`config.mk`:
```
export PLATFORM = sky130hd
export DESIGN_NAME = terminal_line_editor
export DESIGN_NICKNAME = d
export VERILOG_FILES = /design/src/tle_pkg.sv /design/src/terminal_line_editor.sv /design/src/tle_front.sv /design/src/tle_cmd_fifo.sv /design/src/tle_back.sv
export SDC_FILE = /design/constraint.sdc
export NUM_CORES = 1
export LEC_CHECK = 0
export ABC_CLOCK_PERIOD_IN_PS = 6600
export BUFFER_PORTS_ARGS = -buffer_cell sky130_fd_sc_hd__buf_2
export CAP_MARGIN = 20
export CORE_ASPECT_RATIO = 1.25
export CORE_MARGIN = 2
export CORE_UTILIZATION = 68
export DETAILED_ROUTE_END_ITERATION = 10
export PLACE_DENSITY = 0.85
export SLEW_MARGIN = 20
export SYNTH_ARGS = -nofsm -noshare
export SYNTH_HDL_FRONTEND = slang
export SYNTH_SLANG_ARGS = --single-unit
```
`constraint.sdc`:
```
create_clock -name clk -period 6.6 [get_ports clk]
set_clock_uncertainty 0.15 [all_clocks]
set_input_delay 0.33 -clock clk [delete_from_list [all_inputs] [get_ports clk]]
set_output_delay 0.33 -clock clk [all_outputs]
set_load 0.005 [all_outputs]
```
`src/tle_pkg.sv`:
```
// shared types and constants of the terminal line editor
// no dependencies; imported by every module of the block
`default_nettype none

package tle_pkg;

  localparam int LINE_BUFFER_BYTES = 32;
  localparam int ADDR_W            = $clog2(LINE_BUFFER_BYTES);
  localparam int CNT_W             = 6;
  localparam int ECHO_W            = 3;
  localparam int CMD_DEPTH         = 4;
  localparam int OUT_DEPTH         = 3;

  localparam logic [CNT_W-1:0]  LINE_LIMIT_RESET = 6'd32;
  localparam logic [ECHO_W-1:0] TAB_SPACES       = 3'd4;

  localparam logic [7:0] CH_NUL = 8'h00;
  localparam logic [7:0] CH_BS  = 8'h08;
  localparam logic [7:0] CH_TAB = 8'h09;
  localparam logic [7:0] CH_LF  = 8'h0A;
  localparam logic [7:0] CH_CR  = 8'h0D;
  localparam logic [7:0] CH_ESC = 8'h1B;
  localparam logic [7:0] CH_SP  = 8'h20;
  localparam logic [7:0] CH_UP  = 8'h41;

  localparam logic KIND_ECHO = 1'b0;
  localparam logic KIND_LINE = 1'b1;

  typedef enum logic [1:0] {
    OP_RECALL = 2'd0,
    OP_BS     = 2'd1,
    OP_TAB    = 2'd2,
    OP_CHAR   = 2'd3
  } cmd_op_t;

  typedef struct packed {
    cmd_op_t    op;
    logic [7:0] ch;
  } cmd_t;

  typedef struct packed {
    logic       kind;
    logic [7:0] data;
    logic       last;
  } out_beat_t;

endpackage

`default_nettype wire

```
`src/terminal_line_editor.sv`:
```
// a byte's result passes the command queue, sequencer, read stage and output queue
// the back end executes one command at a time and takes the next one only after
//   the last beat has left the read stage; worst case 33 results per command,
//   with one store read and one beat per cycle while the output queue has room
// bytes that make no result (nul, escape) stay in the front end, no command is queued
// reset: synchronous rst clears control state, no clearing pass
`default_nettype none

// top level: front end, command queue, back end and the line_limit register
// depends on tle_pkg, tle_front, tle_cmd_fifo, tle_back
module terminal_line_editor import tle_pkg::*; (
  input  logic             clk,
  input  logic             rst,
  // received bytes
  input  logic             in_valid,
  output logic             in_ready,
  input  logic [7:0]       rx_byte,
  // echo and line beats
  output logic             out_valid,
  input  logic             out_ready,
  output logic             kind,
  output logic [7:0]       data_byte,
  output logic             last,
  // line_limit register
  input  logic             cfg_we,
  input  logic [CNT_W-1:0] cfg_data
);

  logic [CNT_W-1:0] line_limit;

  // front end to queue
  logic cmd_push;
  logic cmd_space;
  cmd_t cmd_in;

  // queue to back end
  logic cmd_valid;
  logic cmd_pop;
  cmd_t cmd_head;

  out_beat_t out_beat;

  // caller buffer size, clamped inside the back end
  always_ff @(posedge clk) begin
    if (rst) begin
      line_limit <= LINE_LIMIT_RESET;
    end else if (cfg_we) begin
      line_limit <= cfg_data;
    end
  end

  // escape tracking and byte classification, one byte per cycle while the queue has space
  tle_front u_front (
    .clk       (clk),
    .rst       (rst),
    .in_valid  (in_valid),
    .in_ready  (in_ready),
    .rx_byte   (rx_byte),
    .cmd_space (cmd_space),
    .cmd_push  (cmd_push),
    .cmd       (cmd_in)
  );

  // decouples input acceptance from long echo or delivery bursts
  tle_cmd_fifo u_cmd_fifo (
    .clk      (clk),
    .rst      (rst),
    .push     (cmd_push),
    .push_cmd (cmd_in),
    .space    (cmd_space),
    .pop      (cmd_pop),
    .valid    (cmd_valid),
    .head     (cmd_head)
  );

  // edit sequencer with the line and history stores and the output queue
  tle_back u_back (
    .clk        (clk),
    .rst        (rst),
    .line_limit (line_limit),
    .cmd_valid  (cmd_valid),
    .cmd        (cmd_head),
    .cmd_pop    (cmd_pop),
    .out_valid  (out_valid),
    .out_ready  (out_ready),
    .out_beat   (out_beat)
  );

  // result beat fields
  assign kind      = out_beat.kind;
  assign data_byte = out_beat.data;
  assign last      = out_beat.last;

endmodule

`default_nettype wire

```
`src/tle_front.sv`:
```
// front end: accepts received bytes, swallows escape sequences, classifies
// each byte into a command for the queue; uses tle_pkg
`default_nettype none

module tle_front import tle_pkg::*; (
  input  logic       clk,
  input  logic       rst,
  input  logic       in_valid,
  output logic       in_ready,
  input  logic [7:0] rx_byte,
  input  logic       cmd_space,
  output logic       cmd_push,
  output cmd_t       cmd
);

  logic [1:0] esc_skip;
  logic [1:0] esc_skip_next;
  logic       accept;

  assign in_ready = cmd_space;
  assign accept   = in_valid && in_ready;

  always_comb begin
    esc_skip_next = esc_skip;
    cmd_push      = 1'b0;
    cmd.op        = OP_CHAR;
    cmd.ch        = rx_byte;
    if (accept) begin
      if (esc_skip != 2'd0) begin
        esc_skip_next = esc_skip - 2'd1;
        // second byte after esc: up-arrow candidate
        if (esc_skip == 2'd1 && rx_byte == CH_UP) begin
          cmd.op   = OP_RECALL;
          cmd_push = 1'b1;
        end
      end else begin
        case (rx_byte)
          CH_BS: begin
            cmd.op   = OP_BS;
            cmd_push = 1'b1;
          end
          CH_TAB: begin
            cmd.op   = OP_TAB;
            cmd_push = 1'b1;
          end
          CH_ESC: begin
            esc_skip_next = 2'd2;
          end
          CH_NUL: begin
          end
          default: begin
            cmd.op   = OP_CHAR;
            cmd_push = 1'b1;
          end
        endcase
      end
    end
  end

  always_ff @(posedge clk) begin
    if (rst) begin
      esc_skip <= 2'd0;
    end else begin
      esc_skip <= esc_skip_next;
    end
  end

endmodule

`default_nettype wire

```
`src/tle_cmd_fifo.sv`:
```
// short command queue between the front end and the back end
// uses tle_pkg for the command type and depth
`default_nettype none

module tle_cmd_fifo import tle_pkg::*; (
  input  logic clk,
  input  logic rst,
  input  logic push,
  input  cmd_t push_cmd,
  output logic space,
  input  logic pop,
  output logic valid,
  output cmd_t head
);

  localparam int PTR_W = $clog2(CMD_DEPTH);
  localparam int FCNT_W = $clog2(CMD_DEPTH + 1);

  cmd_t              slots [CMD_DEPTH];
  logic [PTR_W-1:0]  wp;
  logic [PTR_W-1:0]  rp;
  logic [FCNT_W-1:0] cnt;

  assign space = cnt != FCNT_W'(CMD_DEPTH);
  assign valid = cnt != '0;
  assign head  = slots[rp];

  always_ff @(posedge clk) begin
    if (rst) begin
      wp  <= '0;
      rp  <= '0;
      cnt <= '0;
    end else begin
      if (push) begin
        slots[wp] <= push_cmd;
        wp <= (wp == PTR_W'(CMD_DEPTH - 1)) ? '0 : wp + PTR_W'(1);
      end
      if (pop) begin
        rp <= (rp == PTR_W'(CMD_DEPTH - 1)) ? '0 : rp + PTR_W'(1);
      end
      if (push && !pop) begin
        cnt <= cnt + FCNT_W'(1);
      end else if (pop && !push) begin
        cnt <= cnt - FCNT_W'(1);
      end
    end
  end

endmodule

`default_nettype wire

```
`src/tle_back.sv`:
```
// back end: line and history stores, edit sequencer, read stage and output
// queue; executes one command at a time; uses tle_pkg
`default_nettype none

module tle_back import tle_pkg::*; (
  input  logic             clk,
  input  logic             rst,
  input  logic [CNT_W-1:0] line_limit,
  input  logic             cmd_valid,
  input  cmd_t             cmd,
  output logic             cmd_pop,
  output logic             out_valid,
  input  logic             out_ready,
  output out_beat_t        out_beat
);

  localparam int OPTR_W = $clog2(OUT_DEPTH);
  localparam int OCNT_W = $clog2(OUT_DEPTH + 1);

  typedef enum logic [3:0] {
    S_IDLE    = 4'b0001,
    S_ECHO    = 4'b0010,
    S_RECALL  = 4'b0100,
    S_DELIVER = 4'b1000
  } back_state_t;

  typedef enum logic [1:0] {
    SEL_IMM  = 2'd0,
    SEL_LINE = 2'd1,
    SEL_HIST = 2'd2
  } src_sel_t;

  back_state_t       state;
  logic [CNT_W-1:0]  fill;
  logic [CNT_W-1:0]  hist_len;
  logic [CNT_W-1:0]  run_cnt;
  logic [CNT_W-1:0]  hist_cnt;
  logic [CNT_W-1:0]  idx;
  logic [7:0]        e0;
  logic [7:0]        e1;
  logic [7:0]        e2;
  logic [ECHO_W-1:0] echo_n;
  logic [ECHO_W-1:0] echo_i;
  logic              echo_tab;

  logic [7:0] line_mem [LINE_BUFFER_BYTES];
  logic [7:0] hist_mem [LINE_BUFFER_BYTES];
  logic [7:0] line_rdata;
  logic [7:0] hist_rdata;

  // read stage
  logic              b_valid;
  src_sel_t          b_sel;
  logic [7:0]        b_byte;
  logic              b_kind;
  logic              b_last;
  logic              b_lwr;
  logic              b_hwr;
  logic [ADDR_W-1:0] b_idx;
  logic [7:0]        b_data;

  // output queue
  out_beat_t         obuf [OUT_DEPTH];
  logic [OPTR_W-1:0] owp;
  logic [OPTR_W-1:0] orp;
  logic [OCNT_W-1:0] ocnt;
  logic              opop;

  logic [CNT_W-1:0]  lim;
  logic [CNT_W-1:0]  lim_m1;
  logic [CNT_W-1:0]  nf;
  logic [CNT_W-1:0]  room;
  logic [ECHO_W-1:0] tab_k;
  logic              has_room;
  logic              fill_ok;
  logic              is_term;
  logic              full_hit;
  logic              issue_ok;
  logic              echo_end;
  logic              run_end;
  logic [7:0]        echo_byte;

  logic              line_we;
  logic [ADDR_W-1:0] line_wa;
  logic [7:0]        line_wd;
  logic              hist_we;

  always_comb begin
    if (line_limit < CNT_W'(2)) begin
      lim = CNT_W'(2);
    end else if (line_limit > CNT_W'(LINE_BUFFER_BYTES)) begin
      lim = CNT_W'(LINE_BUFFER_BYTES);
    end else begin
      lim = line_limit;
    end
  end

  assign lim_m1   = lim - CNT_W'(1);
  assign fill_ok  = fill < CNT_W'(LINE_BUFFER_BYTES);
  assign nf       = fill_ok ? fill + CNT_W'(1) : fill;
  assign is_term  = cmd.ch == CH_CR || cmd.ch == CH_LF;
  assign full_hit = nf >= lim_m1;
  assign has_room = ({1'b0, fill} + (CNT_W + 1)'(2)) < {1'b0, lim};
  assign room     = lim - fill - CNT_W'(2);

  always_comb begin
    if (!has_room) begin
      tab_k = '0;
    end else if (room > CNT_W'(TAB_SPACES)) begin
      tab_k = TAB_SPACES;
    end else begin
      tab_k = room[ECHO_W-1:0];
    end
  end

  // keep a free output slot for every beat in flight
  assign issue_ok = ((OCNT_W + 1)'(ocnt) + (OCNT_W + 1)'(b_valid)) < (OCNT_W + 1)'(OUT_DEPTH);
  // no pop while the read stage may still write a store
  assign cmd_pop  = state == S_IDLE && cmd_valid && !b_valid;
  assign echo_end = echo_i == echo_n - ECHO_W'(1);
  assign run_end  = idx == run_cnt - CNT_W'(1);

  always_comb begin
    if (echo_tab) begin
      echo_byte = CH_SP;
    end else begin
      case (echo_i)
        ECHO_W'(0): echo_byte = e0;
        ECHO_W'(1): echo_byte = e1;
        default:    echo_byte = e2;
      endcase
    end
  end

  // sequencer
  always_ff @(posedge clk) begin
    if (rst) begin
      state    <= S_IDLE;
      fill     <= '0;
      hist_len <= '0;
      b_valid  <= 1'b0;
    end else begin
      b_valid <= 1'b0;
      case (state)
        S_IDLE: begin
          if (cmd_pop) begin
            echo_i   <= '0;
            echo_tab <= 1'b0;
            idx      <= '0;
            case (cmd.op)
              OP_RECALL: begin
                if (fill == '0 && hist_len != '0) begin
                  fill    <= hist_len;
                  run_cnt <= hist_len;
                  state   <= S_RECALL;
                end
              end
              OP_BS: begin
                if (fill != '0) begin
                  fill    <= fill - CNT_W'(1);
                  e0      <= CH_BS;
                  e1      <= CH_SP;
                  e2      <= CH_BS;
                  echo_n  <= ECHO_W'(3);
                  run_cnt <= '0;
                  state   <= S_ECHO;
                end
              end
              OP_TAB: begin
                if (tab_k != '0) begin
                  echo_n   <= tab_k;
                  echo_tab <= 1'b1;
                  run_cnt  <= '0;
                  state    <= S_ECHO;
                end
              end
              OP_CHAR: begin
                e0     <= is_term ? CH_CR : cmd.ch;
                e1     <= CH_LF;
                echo_n <= is_term ? ECHO_W'(2) : ECHO_W'(1);
                state  <= S_ECHO;
                if (full_hit) begin
                  run_cnt  <= lim_m1;
                  hist_cnt <= lim_m1;
                  hist_len <= lim_m1;
                  fill     <= '0;
                end else if (is_term) begin
                  run_cnt  <= nf;
                  hist_cnt <= (nf > CNT_W'(1)) ? nf - CNT_W'(1) : '0;
                  if (nf > CNT_W'(1)) begin
                    hist_len <= nf - CNT_W'(1);
                  end
                  fill     <= '0;
                end else begin
                  run_cnt <= '0;
                  fill    <= nf;
                end
              end
              default: begin
              end
            endcase
          end
        end
        S_ECHO: begin
          if (issue_ok) begin
            b_valid <= 1'b1;
            b_sel   <= SEL_IMM;
            b_byte  <= echo_byte;
            b_kind  <= KIND_ECHO;
            b_last  <= echo_end && run_cnt == '0;
            b_lwr   <= 1'b0;
            b_hwr   <= 1'b0;
            echo_i  <= echo_i + ECHO_W'(1);
            if (echo_tab) begin
              fill <= fill + CNT_W'(1);
            end
            if (echo_end) begin
              state <= (run_cnt != '0) ? S_DELIVER : S_IDLE;
            end
          end
        end
        S_RECALL: begin
          if (issue_ok) begin
            b_valid <= 1'b1;
            b_sel   <= SEL_HIST;
            b_kind  <= KIND_ECHO;
            b_last  <= run_end;
            b_lwr   <= 1'b1;
            b_hwr   <= 1'b0;
            b_idx   <= idx[ADDR_W-1:0];
            idx     <= idx + CNT_W'(1);
            if (run_end) begin
              state <= S_IDLE;
            end
          end
        end
        S_DELIVER: begin
          if (issue_ok) begin
            b_valid <= 1'b1;
            b_sel   <= SEL_LINE;
            b_kind  <= KIND_LINE;
            b_last  <= run_end;
            b_lwr   <= 1'b0;
            b_hwr   <= idx < hist_cnt;
            b_idx   <= idx[ADDR_W-1:0];
            idx     <= idx + CNT_W'(1);
            if (run_end) begin
              state <= S_IDLE;
            end
          end
        end
        default: begin
          state <= S_IDLE;
        end
      endcase
    end
  end

  // line store write port: recall copy, typed byte, tab space
  always_comb begin
    line_we = 1'b0;
    line_wa = fill[ADDR_W-1:0];
    line_wd = CH_SP;
    if (b_valid && b_lwr) begin
      line_we = 1'b1;
      line_wa = b_idx;
      line_wd = hist_rdata;
    end else if (cmd_pop && cmd.op == OP_CHAR && fill_ok) begin
      line_we = 1'b1;
      line_wd = cmd.ch;
    end else if (state == S_ECHO && issue_ok && echo_tab) begin
      line_we = 1'b1;
    end
  end

  assign hist_we = b_valid && b_hwr;

  always_ff @(posedge clk) begin
    line_rdata <= line_mem[idx[ADDR_W-1:0]];
    hist_rdata <= hist_mem[idx[ADDR_W-1:0]];
    if (line_we) begin
      line_mem[line_wa] <= line_wd;
    end
    if (hist_we) begin
      hist_mem[b_idx] <= line_rdata;
    end
  end

  always_comb begin
    case (b_sel)
      SEL_LINE: b_data = line_rdata;
      SEL_HIST: b_data = hist_rdata;
      default:  b_data = b_byte;
    endcase
  end

  // output queue
  assign out_valid = ocnt != '0;
  assign out_beat  = obuf[orp];
  assign opop      = out_valid && out_ready;

  always_ff @(posedge clk) begin
    if (rst) begin
      owp  <= '0;
      orp  <= '0;
      ocnt <= '0;
    end else begin
      if (b_valid) begin
        obuf[owp] <= '{kind: b_kind, data: b_data, last: b_last};
        owp <= (owp == OPTR_W'(OUT_DEPTH - 1)) ? '0 : owp + OPTR_W'(1);
      end
      if (opop) begin
        orp <= (orp == OPTR_W'(OUT_DEPTH - 1)) ? '0 : orp + OPTR_W'(1);
      end
      if (b_valid && !opop) begin
        ocnt <= ocnt + OCNT_W'(1);
      end else if (opop && !b_valid) begin
        ocnt <= ocnt - OCNT_W'(1);
      end
    end
  end

endmodule

`default_nettype wire

```
== Yosys cells after proc, flatten, opt, wreduce, memory -nomap -nowiden ==
Memory sizes are Yosys's and may differ from the RTL's. A register that Yosys moved wholly into a read port is not among the register bits.
Cells that the tools add are included.

* Add/sub/neg operators: 21
* Multiply operators: 0
* Div/mod/pow operators: 0
* Magnitude comparators: 9
* Eq/ne operators: 41
* Shifts and indexed selects: 0
* Multiplexer cells: 106
* Bitwise logic cells: 2
* Reductions and logical operators: 70

{| class="wikitable"
|+ Operators with widths
! kind !! count
|-
| 6-bit 2-to-1 mux || 22
|-
| 8-bit one-hot mux with 2 select lines || 4
|-
| 8-bit 2-to-1 mux || 5
|-
| 2-bit 2-to-1 mux || 19
|-
| 4-bit 2-to-1 mux || 9
|-
| 8-bit by 4-bit equality test with 1-bit output, second input constant || 4
|-
| 2-bit by 1-bit inequality test with 1-bit output, second input constant || 13
|-
| 2-bit nonzero test || 13
|-
| 1-bit 2-to-1 mux || 24
|-
| 3-bit 2-to-1 mux || 8
|-
| 6-bit one-hot mux with 2 select lines || 2
|-
| 6-bit one-hot mux with 4 select lines || 1
|-
| 6-bit by 1-bit subtractor with 6-bit output, second input constant || 4
|-
| 4-bit AND reduction || 5
|-
| 5-bit AND reduction || 4
|-
| 6-bit one-hot mux with 3 select lines || 1
|-
| 6-bit nonzero test || 3
|-
| 1-bit logical AND || 17
|-
| 4-bit one-hot mux with 4 select lines || 1
|-
| 2-bit equality test, second input constant || 7
|-
| 6-bit by 1-bit adder with 6-bit output, second input constant || 2
|-
| 6-bit logical NOT || 2
|-
| 3-bit inequality test, second input constant || 4
|-
| 4-bit one-hot mux with 3 select lines || 1
|-
| 48 further kinds || 74
|}

* Flip-flop bits (word level): 98
* Latch bits: 0
* Memory bits (writable): 582
* Memory bits (read-only): 0
* Input bits: 19
* Output and inout bits: 12
* Logic and storage cells: 280
* Memories kept: 4

{| class="wikitable"
|+ Memories
! memory !! depth !! width !! read ports !! clocked after memory_dff !! write ports !! line !! RTL
|-
| u_back.hist_mem || 32 || 8 || 1 || 1 || 1 || tle_back.sv:47 || <nowiki>logic [7:0] hist_mem [LINE_BUFFER_BYTES];</nowiki>
|-
| u_back.line_mem || 32 || 8 || 1 || 1 || 1 || tle_back.sv:46 || <nowiki>logic [7:0] line_mem [LINE_BUFFER_BYTES];</nowiki>
|-
| u_cmd_fifo.slots || 4 || 10 || 1 || 1 || 1 || tle_cmd_fifo.sv:19 || <nowiki>cmd_t slots [CMD_DEPTH];</nowiki>
|-
| u_back.obuf || 3 || 10 || 1 || 1 || 1 || tle_back.sv:63 || <nowiki>out_beat_t obuf [OUT_DEPTH];</nowiki>
|}

== Logic depth before layout (Yosys ltp) ==
Gate-level depths: netlist of the first run.

* Word-level depth: 13
* Depth in mapped cells: 14

== Hierarchy ==
Synthesis of the first run repeated with hierarchy kept, for this count alone.

* Cell total of the unflattened synthesis: 1,670
* Area total of the unflattened synthesis: 29,186.7 um^2

{| class="wikitable"
|+ Modules (own cells, without submodules)
! module !! instances !! cells an instance !! area each (um^2)
|-
| tle_back || 1 || 1,513 || 26,744.4
|-
| tle_cmd_fifo || 1 || 99 || 1,894.3
|-
| tle_front || 1 || 39 || 330.3
|-
| terminal_line_editor || 1 || 19 || 217.7
|}

== Worst setup path before layout of the first run ==
No wires, ideal clock.

* Path kind: register to register
* Start: register u_back.fill[0]
* End: register u_back.hist_cnt[0], enable pin
* Setup time: 0.384 ns
* Arrival: 2.828 ns
* Required time: 6.066 ns
* Slack: 3.238 ns
* Stages on the path, launching flop included: 12
* Clock period less this slack: 3.362 ns
* Path through: dfxtp_1 -> clkbuf_1 -> inv_1 -> ha_1 -> mux2_2 -> ha_1 -> nand2_1 -> o21ai_0 -> a221oi_1 -> nand2_1 -> nand2_1 -> nor3_1

* Cells in the longest elaborated chain, start to end: 5

{| class="wikitable"
|+ RTL lines
! item !! line !! RTL
|-
| from (decl) || tle_back.sv:34 || <nowiki>logic [CNT_W-1:0] fill;</nowiki>
|-
| from (signal assigned) || tle_back.sv:153 || <nowiki>fill <= hist_len;</nowiki>
|-
| from (signal assigned) || tle_back.sv:160 || <nowiki>fill <= fill - CNT_W'(1);</nowiki>
|-
| from (signal assigned) || tle_back.sv:196 || <nowiki>fill <= nf;</nowiki>
|-
| 6-bit by 1-bit adder with 6-bit output or 6-bit less-than comparator (tied branches) || tle_back.sv:100, tle_back.sv:99 ||
|-
| 6-bit 2-to-1 mux * || tle_back.sv:100 || <nowiki>assign nf = fill_ok ? fill + CNT_W'(1) : fill;</nowiki>
|-
| 6-bit >= comparator * || tle_back.sv:102 || <nowiki>assign full_hit = nf >= lim_m1;</nowiki>
|-
| 2-bit nonzero test (no source line) * || n/a ||
|-
| 5-bit AND reduction (no source line) * || n/a ||
|-
| to (signal assigned) || tle_back.sv:184 || <nowiki>hist_cnt <= lim_m1;</nowiki>
|-
| to (signal assigned) || tle_back.sv:189 || <nowiki>hist_cnt <= (nf > CNT_W'(1)) ? nf - CNT_W'(1) : '0;</nowiki>
|-
| to (decl) || tle_back.sv:37 || <nowiki>logic [CNT_W-1:0] hist_cnt;</nowiki>
|}

Mark *: on every way between the ends. The rest lies on a longest branch, timed or not.
A chain may end at the register's enable or synchronous reset.

==> run_summary.xml, run 1 <==
<?xml version="1.0" encoding="UTF-8"?>
<metrics>
  <group name="timing">
    <metric name="final_min_period_over_clock_period" unit="%">74.29</metric>
    <metric name="slew_headroom" unit="%">26.52</metric>
    <metric name="report.final.hold_viol_count" unit="">0</metric>
    <metric name="rsz0062_at_grt" unit="">no</metric>
    <metric name="worst_pin_slew" unit="ps">1102</metric>
    <metric name="sum_of_negative_setup_slack" unit="ps">0</metric>
    <metric name="finalMaxSlewViolations" unit="">0</metric>
    <metric name="period_minus_slack" unit="ps">4903</metric>
    <metric name="fmaxAchievable" unit="MHz">203.9</metric>
    <metric name="setup-violations-final" unit="">0</metric>
    <metric name="postLayoutSetupSlackWorst" unit="ps">1697</metric>
  </group>
  <group name="die">
    <metric name="start_util" unit="%">68.93</metric>
    <metric name="die_w" unit="µm">188.9</metric>
    <metric name="floorplan.core_area" unit="µm²">42150</metric>
    <metric name="pin_count" unit="">31</metric>
    <metric name="die_area" unit="µm²">44400</metric>
    <metric name="fp-row-count" unit="">84</metric>
    <metric name="fp.dieH" unit="µm">235.1</metric>
  </group>
  <group name="detailed_routing">
    <metric name="wire_per_inst" unit="µm">29.28</metric>
    <metric name="ant_nets" unit="">0</metric>
    <metric name="routed_wl" unit="µm">68850</metric>
    <metric name="drtPass1Iterations" unit="">8</metric>
    <metric name="avg_vias_per_cell" unit="">6.782</metric>
    <metric name="drc_errors" unit="">0</metric>
    <metric name="num_vias" unit="">15950</metric>
    <metric name="dr.first_iter.drc_count" unit="">1927</metric>
  </group>
  <group name="yosys">
    <metric name="yosys_register_bits" unit="">694</metric>
    <metric name="avgSynthCellArea" unit="µm²">17.35</metric>
    <metric name="synth.net_count" unit="">1756</metric>
    <metric name="post_synth_instance_area" unit="µm²">29050</metric>
    <metric name="async_reset_ff_share" unit="%">0</metric>
    <metric name="synth-edff-count" unit="">636</metric>
    <metric name="synth-seq-area-share" unit="%">69.74</metric>
    <metric name="synth_warnings" unit="">0</metric>
    <metric name="synth_ff_type" unit="">edfxtp_1</metric>
    <metric name="syn_inst" unit="">1674</metric>
    <metric name="synth_cell_types" unit="">64</metric>
  </group>
  <group name="placed_design">
    <metric name="dpl.hpwl" unit="µm">43000</metric>
    <metric name="gp_congestion" unit="">0.9413</metric>
    <metric name="portBuffers" unit="">30</metric>
    <metric name="dp_worst_setup_slack" unit="ps">1679</metric>
    <metric name="numPlacedInstances" unit="">2213</metric>
  </group>
  <group name="clock_network">
    <metric name="clock_tree.root_cell" unit="">clkbuf_16</metric>
    <metric name="cts_buffers" unit="">61</metric>
    <metric name="tritoncts" unit="">built</metric>
    <metric name="longest_clk_path_bufs" unit="">3</metric>
    <metric name="insertion_delay" unit="ps">650</metric>
    <metric name="cts.htree.levels" unit="">2</metric>
    <metric name="clk_pin_slew" unit="ps">70</metric>
    <metric name="ctsResizeCount" unit="">0</metric>
    <metric name="tritoncts_num_sinks" unit="">694</metric>
  </group>
  <group name="grt">
    <metric name="antenna_found_initial" unit="">2</metric>
    <metric name="gr-usage-all-layers" unit="%">31.99</metric>
    <metric name="grt_pass1_vias" unit="">16100</metric>
    <metric name="grt_pass1_wl" unit="µm">103600</metric>
    <metric name="grt.overflow.total" unit="">0</metric>
    <metric name="grt_max_degree" unit="">70</metric>
  </group>
  <group name="final_layout">
    <metric name="insertedDiodeCount" unit="">0</metric>
    <metric name="finish.net_count" unit="">1821</metric>
    <metric name="final-instance-count-excl-fill" unit="">2351</metric>
    <metric name="most_used_cells_in_the_layout_excluding_fill_and_tap_cells" unit="">edfxtp_1, mux4_2, nor2_1, nand2_1, clkbuf_16</metric>
    <metric name="flow.area_growth_from_synthesis" unit="%">10.68</metric>
    <metric name="mostFrequentLayoutCell" unit="">edfxtp_1</metric>
    <metric name="final_layout_size_suffix_gt1_share" unit="%">20.20</metric>
  </group>
  <group name="critical_path">
    <metric name="timing.critical_path.from_type" unit="">register</metric>
    <metric name="worst-setup-path-type" unit="">reg -&gt; reg</metric>
    <metric name="arrival_time_worst_endpoint" unit="ps">5010</metric>
    <metric name="timing.critical_path.to_type" unit="">register</metric>
    <metric name="worst_ep_required_time" unit="ps">6710</metric>
    <metric name="critical_path_peak_fanout" unit="">15</metric>
  </group>
  <group name="run_status">
    <metric name="outcome" unit="">completed</metric>
  </group>
  <group name="flow_run">
    <metric name="max-cap-violations" unit="">0</metric>
  </group>
  <group name="power_and_ir_drop">
    <metric name="peak_supply_drop" unit="µV">338.4</metric>
    <metric name="p_leak" unit="nW">10.67</metric>
    <metric name="total_power" unit="mW">12.95</metric>
    <metric name="p_per_area" unit="nW/µm²">402.8</metric>
  </group>
  <group name="min_path">
    <metric name="hold_path.class" unit="">in -&gt; reg</metric>
  </group>
</metrics>
==> power breakdown <==
group | total (mW) | switching, mW | leakage, nW | internal, mW
sequential | 5.83 | 0.268 | 6.25 | 5.56
combinational | 3.45 | 2.16 | 3.43 | 1.29
clock | 3.68 | 1.59 | 0.998 | 2.09
==> critical path, stage by stage, from the launching register on <==
cell and delay, ps:
dfxtp_1 730, mux4_2 390, ha_1 430, inv_1 320, or4_1 770, nor2_8 240
a311o_2 190, nand3_1 460, nor2_1 850
==> registers in the layout (all words and copies together), names as in the netlist, 6 cells and up, named ones only <==
register           count
u_back.idx             6
u_back.fill            6
u_cmd_fifo.slots      40
u_back.b_byte          8
u_back.hist_len        6
line_limit             6
u_back.line_mem      256
u_back.hist_mem      256
u_back.hist_cnt        6
u_back.run_cnt         6
u_back.hist_rdata      8
u_back.obuf           30
u_back.e0              8
u_back.line_rdata      8
==> stage by stage <==
step / util [%] / hold slack (ps) / instance area, µm²
after floorplan: - / 278.9 / 29050
after global placement: 70.81 / 322.7 / 29840
after detailed placement: 70.81 / 327.6 / 29840
after CTS: 76.28 / 34.95 / 32150
after global routing: 76.29 / 113.8 / 32150
final: 76.29 / 74.01 / 32150
==> what timing repair did <==
item / CTS / global route
hold buffers: 22 / 0
endpoints found under the hold margin: 39 / 0
buffers inserted: 0 / 0
==> cell usage after synthesis, types with 13 or more instances <==
cell / n / area, µm²
mux2i_1: 25 / 250.2
xnor2_1: 27 / 236.5
nor3_1: 19 / 95.09
inv_1: 50 / 187.7
o21ai_0: 52 / 260.3
a21oi_1: 45 / 225.2
and2_1: 20 / 125.1
xor2_1: 15 / 131.4
nand3_1: 24 / 120.1
a22o_1: 14 / 122.6
clkbuf_1: 55 / 206.5
mux2_2: 20 / 225.2
mux4_2: 170 / 3829
nand2_1: 76 / 285.3
nand2b_1: 13 / 81.33
dfxtp_1: 58 / 1161
nor2_1: 129 / 484.2
edfxtp_1: 636 / 19100
buf_1: 18 / 67.56
ha_1: 61 / 763.2
==> logic make-up (layout without fill, tap and decap cells) <==
kind of cell,count (synthesis),count (layout),share of synthesized area [%]
and+or+nand+nor,356,356,5.940
other,1,1,0.01291
adders and majority gates,63,63,2.765
AOI/OAI and AO/OA,170,170,3.696
xor gates and xnor gates,42,42,1.266
DFF,694,694,69.74
buffers and inverters,133,251,1.762
muxes,215,215,14.82
==> layer usage <==
| layer | vias up | wire (µm) | global-route usage (%) |
|---|---|---|---|
| li1 | 6714 | - | - |
| met4 | 4 | 2877 | 11.93 |
| met3 | 189 | 4942 | 4.854 |
| met2 | 961 | 36520 | 55.87 |
| met5 | - | 27 | 0 |
| met1 | 8077 | 24480 | 41.02 |
==> path summary, 6_finish.rpt <==
path	slack, ps	endpoint	depth (start not counted)	startpoint
min	70	u_back.orp[1]$_SDFFE_PP0P_	4	out_ready
max	1700	u_back.line_mem[16][5]$_DFFE_PP_	8	register
min reg2reg	350	u_back.hist_len[5]$_SDFFE_PP0P_	2	u_back.hist_len[5]$_SDFFE_PP0P_
max reg2reg	1700	u_back.line_mem[16][5]$_DFFE_PP_	8	register
==> area by class of cell <==
| type | count | area [µm²] |
|---|---|---|
| clock buffers | 84 | 1705 |
| clock inverters | 32 | 376.6 |
| fillers | 2188 | 9993 |
| inverters | 52 | 195.2 |
| multi-input cells | 847 | 8300 |
| flip-flops and latches | 694 | 20260 |
| well taps | 559 | 699.4 |
| repair buffers | 83 | 615.6 |
Note: power is estimated with default switching activity, not from simulation.
==> run 2: changes to the inputs <==
ABC_AREA = 1   (was unset)
ABC_CLOCK_PERIOD_IN_PS = 4300   (was 6600)
CORE_UTILIZATION = 57   (was 68)
PLACE_DENSITY = 0.76   (was 0.85)
clock period = 4.3 ns   (was 6.6 ns; I/O delays follow)
==> run 2 against run 1 <==
Cell count up 42%. Flip-flop and latch count unchanged. Synthesized area is 2.2% higher. Setup slack got worse by 1300 ps. Critical path type unchanged. Largest cell class unchanged. Largest power group unchanged.
==> run_summary.xml, run 2 <==
<?xml version="1.0" encoding="UTF-8"?>
<metrics>
  <group name="run_status">
    <metric name="outcome" unit="">completed</metric>
  </group>
  <group name="die">
    <metric name="fp-row-count" unit="">93</metric>
    <metric name="die_w" unit="µm">208.1</metric>
    <metric name="die_area" unit="µm²">53940</metric>
    <metric name="start_util" unit="%">57.59</metric>
    <metric name="pin_count" unit="">31</metric>
    <metric name="fp.dieH" unit="µm">259.2</metric>
    <metric name="floorplan.core_area" unit="µm²">51550</metric>
  </group>
  <group name="critical_path">
    <metric name="critical_path_peak_fanout" unit="">6</metric>
    <metric name="timing.critical_path.from_type" unit="">register</metric>
    <metric name="timing.critical_path.to_type" unit="">register</metric>
    <metric name="critPathMaxStageDelay" unit="ps">450</metric>
    <metric name="cp_cell_sequence" unit="">nor2_1 &gt; nand3_1 &gt; a21oi_1 &gt; inv_1 &gt; ha_1 &gt; ha_1 &gt; inv_1 &gt; fa_1 &gt; xor2_1 &gt; o21ai_0 &gt; inv_1 &gt; nand2_1 &gt; nor2_1 &gt; o211ai_1 &gt; nand3_1 &gt; nand3b_1 &gt; a21oi_1</metric>
    <metric name="arrival_time_worst_endpoint" unit="ps">4050</metric>
    <metric name="crit-reg2reg-launch" unit="">line_limit[3]$_SDFFE_PP0P_</metric>
    <metric name="worst_r2r_endpoint" unit="">u_back.run_cnt[0]$_DFFE_PP_</metric>
    <metric name="worst_ep_required_time" unit="ps">4410</metric>
    <metric name="worst-setup-path-type" unit="">reg -&gt; reg</metric>
    <metric name="critPathSlowestCell" unit="">a21oi_1</metric>
    <metric name="timing.critical_path.mode_cell" unit="">inv_1</metric>
    <metric name="reg2reg_setup_slack" unit="ps">370</metric>
    <metric name="reg2regPathDepth" unit="">17</metric>
  </group>
  <group name="placed_design">
    <metric name="dp_worst_setup_slack" unit="ps">455.8</metric>
    <metric name="dpl.hpwl" unit="µm">45060</metric>
    <metric name="portBuffers" unit="">30</metric>
    <metric name="gp_congestion" unit="">0.8876</metric>
  </group>
  <group name="clock_network">
    <metric name="tritoncts_num_sinks" unit="">694</metric>
    <metric name="longest_clk_path_bufs" unit="">3</metric>
    <metric name="cts.htree.levels" unit="">3</metric>
    <metric name="clk_pin_slew" unit="ps">60</metric>
    <metric name="tritoncts" unit="">built</metric>
    <metric name="insertion_delay" unit="ps">630</metric>
    <metric name="post_cts_repair_setup_buffers" unit="">0</metric>
    <metric name="hold_buffers" unit="">29</metric>
    <metric name="ctsResizeCount" unit="">0</metric>
    <metric name="clock_tree.root_cell" unit="">clkbuf_16</metric>
    <metric name="cts_buffers" unit="">66</metric>
  </group>
  <group name="power_and_ir_drop">
    <metric name="switching_share" unit="%">35.19</metric>
    <metric name="power.clock.fraction" unit="%">27.3</metric>
    <metric name="p_int" unit="mW">13.40</metric>
    <metric name="p_per_area" unit="nW/µm²">626.6</metric>
    <metric name="power.share.sequential" unit="%">43.1</metric>
    <metric name="total_power" unit="mW">20.68</metric>
    <metric name="comb_power_share" unit="%">29.5</metric>
    <metric name="p_leak" unit="nW">11.66</metric>
    <metric name="power.net_switching" unit="mW">7.277</metric>
    <metric name="peak_supply_drop" unit="µV">553.5</metric>
  </group>
  <group name="grt">
    <metric name="globalRoute.busiestLayer" unit="">met2</metric>
    <metric name="grt.overflow.total" unit="">0</metric>
    <metric name="grt.met2_usage" unit="%">46.30</metric>
    <metric name="globalRouteMet3Util" unit="%">4.476</metric>
    <metric name="grt_pass1_wl" unit="µm">112500</metric>
    <metric name="gr-usage-all-layers" unit="%">26.94</metric>
    <metric name="grt_max_degree" unit="">140</metric>
    <metric name="use_met1" unit="%">33.27</metric>
    <metric name="antenna_found_initial" unit="">0</metric>
    <metric name="grt_pass1_vias" unit="">20410</metric>
  </group>
  <group name="yosys">
    <metric name="synth_compound_gate_area_share" unit="%">12.23</metric>
    <metric name="yosys.area_share.xor_xnor" unit="%">0.7375</metric>
    <metric name="post-synth-top-count-cell" unit="">edfxtp_1</metric>
    <metric name="synthMuxAreaShare" unit="%">0</metric>
    <metric name="synth_top_cell_area_share" unit="%">64.33</metric>
    <metric name="synth_warnings" unit="">0</metric>
    <metric name="post_synthesis_share_of_cell_area_spent_on_full_adders_half_adders_and_majority_gates" unit="%">2.706</metric>
    <metric name="syn_inst" unit="">2581</metric>
    <metric name="synth.net_count" unit="">2663</metric>
    <metric name="synth.area.top_cells" unit="">edfxtp_1, nor2_1, o21ai_0</metric>
    <metric name="synth_ff_type" unit="">edfxtp_1</metric>
    <metric name="synthDominantAreaCellType" unit="">edfxtp_1</metric>
    <metric name="yosys_register_bits" unit="">694</metric>
    <metric name="synth-seq-area-share" unit="%">68.24</metric>
    <metric name="post_synth_instance_area" unit="µm²">29690</metric>
    <metric name="synth_cell_types" unit="">53</metric>
    <metric name="post_synth_and_or_nand_nor_area_fraction" unit="%">12.26</metric>
    <metric name="synth-edff-count" unit="">636</metric>
    <metric name="avgSynthCellArea" unit="µm²">11.50</metric>
    <metric name="synth_top_family_by_area" unit="">simple AND/OR/NAND/NOR gates</metric>
    <metric name="post_synth_most_frequent_cells" unit="">edfxtp_1, nor2_1, o21ai_0</metric>
    <metric name="async_reset_ff_share" unit="%">0</metric>
  </group>
  <group name="final_layout">
    <metric name="mostFrequentLayoutCell" unit="">edfxtp_1</metric>
    <metric name="final_layout_size_suffix_gt1_share" unit="%">8.775</metric>
    <metric name="number_of_fill_cells" unit="">3698</metric>
    <metric name="insertedDiodeCount" unit="">0</metric>
    <metric name="most_used_cells_in_the_layout_excluding_fill_and_tap_cells" unit="">edfxtp_1, nor2_1, o21ai_0, nand2_1, inv_1</metric>
    <metric name="postLayoutCoreUtil" unit="%">64.02</metric>
    <metric name="finish.net_count" unit="">2712</metric>
    <metric name="top_regs" unit="">u_back.hist_mem: 256 flops, u_back.line_mem: 256 flops, u_cmd_fifo.slots: 40 flops</metric>
    <metric name="flow.area_growth_from_synthesis" unit="%">11.16</metric>
  </group>
  <group name="timing">
    <metric name="worst_pin_slew" unit="ps">996.3</metric>
    <metric name="final_min_period_over_clock_period" unit="%">91.47</metric>
    <metric name="rsz0062_at_grt" unit="">no</metric>
    <metric name="slew_headroom" unit="%">33.33</metric>
    <metric name="fmaxAchievable" unit="MHz">254.2</metric>
    <metric name="period_minus_slack" unit="ps">3933</metric>
    <metric name="finalMaxSlewViolations" unit="">0</metric>
    <metric name="worst_hold_slack" unit="ps">242.8</metric>
    <metric name="postLayoutSetupSlackWorst" unit="ps">366.8</metric>
    <metric name="report.final.hold_viol_count" unit="">0</metric>
    <metric name="setup-violations-final" unit="">0</metric>
    <metric name="sum_of_negative_setup_slack" unit="ps">0</metric>
  </group>
  <group name="min_path">
    <metric name="min_delay_worst_endpoint" unit="">u_cmd_fifo.slots[0][3]$_DFFE_PP_</metric>
    <metric name="hold_path.class" unit="">in -&gt; reg</metric>
    <metric name="hold-path-cell-count" unit="">2</metric>
    <metric name="min-delay-start" unit="">rx_byte[3]</metric>
  </group>
  <group name="flow_run">
    <metric name="max-cap-violations" unit="">0</metric>
  </group>
  <group name="detailed_routing">
    <metric name="avg_vias_per_cell" unit="">6.167</metric>
    <metric name="drc_errors" unit="">0</metric>
    <metric name="drtPass1Iterations" unit="">6</metric>
    <metric name="routed_wl" unit="µm">72500</metric>
    <metric name="num_vias" unit="">20620</metric>
    <metric name="wire_per_inst" unit="µm">21.69</metric>
    <metric name="ant_nets" unit="">0</metric>
    <metric name="dr.first_iter.drc_count" unit="">2329</metric>
  </group>
</metrics>
run 2: cell count changes after synthesis, sizes merged, moves of 68 or more:
cell   change
o22ai     +79
o21ai    +282
a21oi     +68
mux4     -170
nand3     +78
inv      +101
nand2    +177
nor2     +353
run 2: final cells by class:
type,instances,area (µm²),share of cell area [%]
multi-input combinational,1604,8342,25.28
timing repair buffer,107,863.3,2.616
tap,665,832.0,2.521
clock inverter,35,349.1,1.058
sequential,694,20260,61.40
clock buffer,81,1759,5.331
inverter,157,594.3,1.801
run 2: worst max-delay path: cells and delay by family, from the launching register on:
family | cells | cell delay (ps)
flip-flops | 1 | 320
adder cells (fa/ha/maj) | 3 | 930
XOR/XNOR | 1 | 230
AO/OA/AOI/OAI | 4 | 1000
AND/OR/NAND/NOR | 6 | 680
buffers and inverters | 3 | 280
run 2: kinds of logic after synthesis:
logic type / count (synthesis)
flops: 694
compound gates: 637
xor+xnor: 25
other cells: 1
fa+ha+maj: 63
buf+inv: 283
simple gates: 878
run 2: how the worst max path moves through the flow:
stage                                                  to  cells after the start  slack [ps]                        from
after floorplan           u_back.line_mem[0][0]$_DFFE_PP_                     12         820                    register
after global placement        u_back.run_cnt[3]$_DFFE_PP_                     17         630  line_limit[3]$_SDFFE_PP0P_
after detailed placement      u_back.run_cnt[0]$_DFFE_PP_                     17         460  line_limit[3]$_SDFFE_PP0P_
after CTS                     u_back.run_cnt[0]$_DFFE_PP_                     17         420  line_limit[3]$_SDFFE_PP0P_
after global routing          u_back.run_cnt[0]$_DFFE_PP_                     17          20  line_limit[3]$_SDFFE_PP0P_
final                         u_back.run_cnt[0]$_DFFE_PP_                     17         370  line_limit[3]$_SDFFE_PP0P_
run 2: power groups by stage:
stage	clock [mW]	combinational (mW)	sequential (mW)
after global placement	0	5.79	9.02
after floorplan	0	3.79	9.05
after detailed placement	0	5.95	9.04
final	5.65	6.11	8.92
after global routing	5.94	6.70	8.96
after CTS	5.70	6.02	8.91
run 2: layer usage:
| layer | share of wire [%] | vias to the layer above |
|---|---|---|
| met5 | 0 | - |
| met1 | 38 | 10020 |
| li1 | - | 9355 |
| met2 | 50 | 1028 |
| met3 | 7.6 | 212 |
| met4 | 4.3 | 0 |
run 2: per-stage QoR:
stage          cell area (µm²)  cells
3_5_place_dp             30600   3198
2_1_floorplan            29690   2581
6_report                 33000   3343
3_3_place_gp             30600   3198
5_1_grt                  33000   3343
4_1_cts                  33000   3343
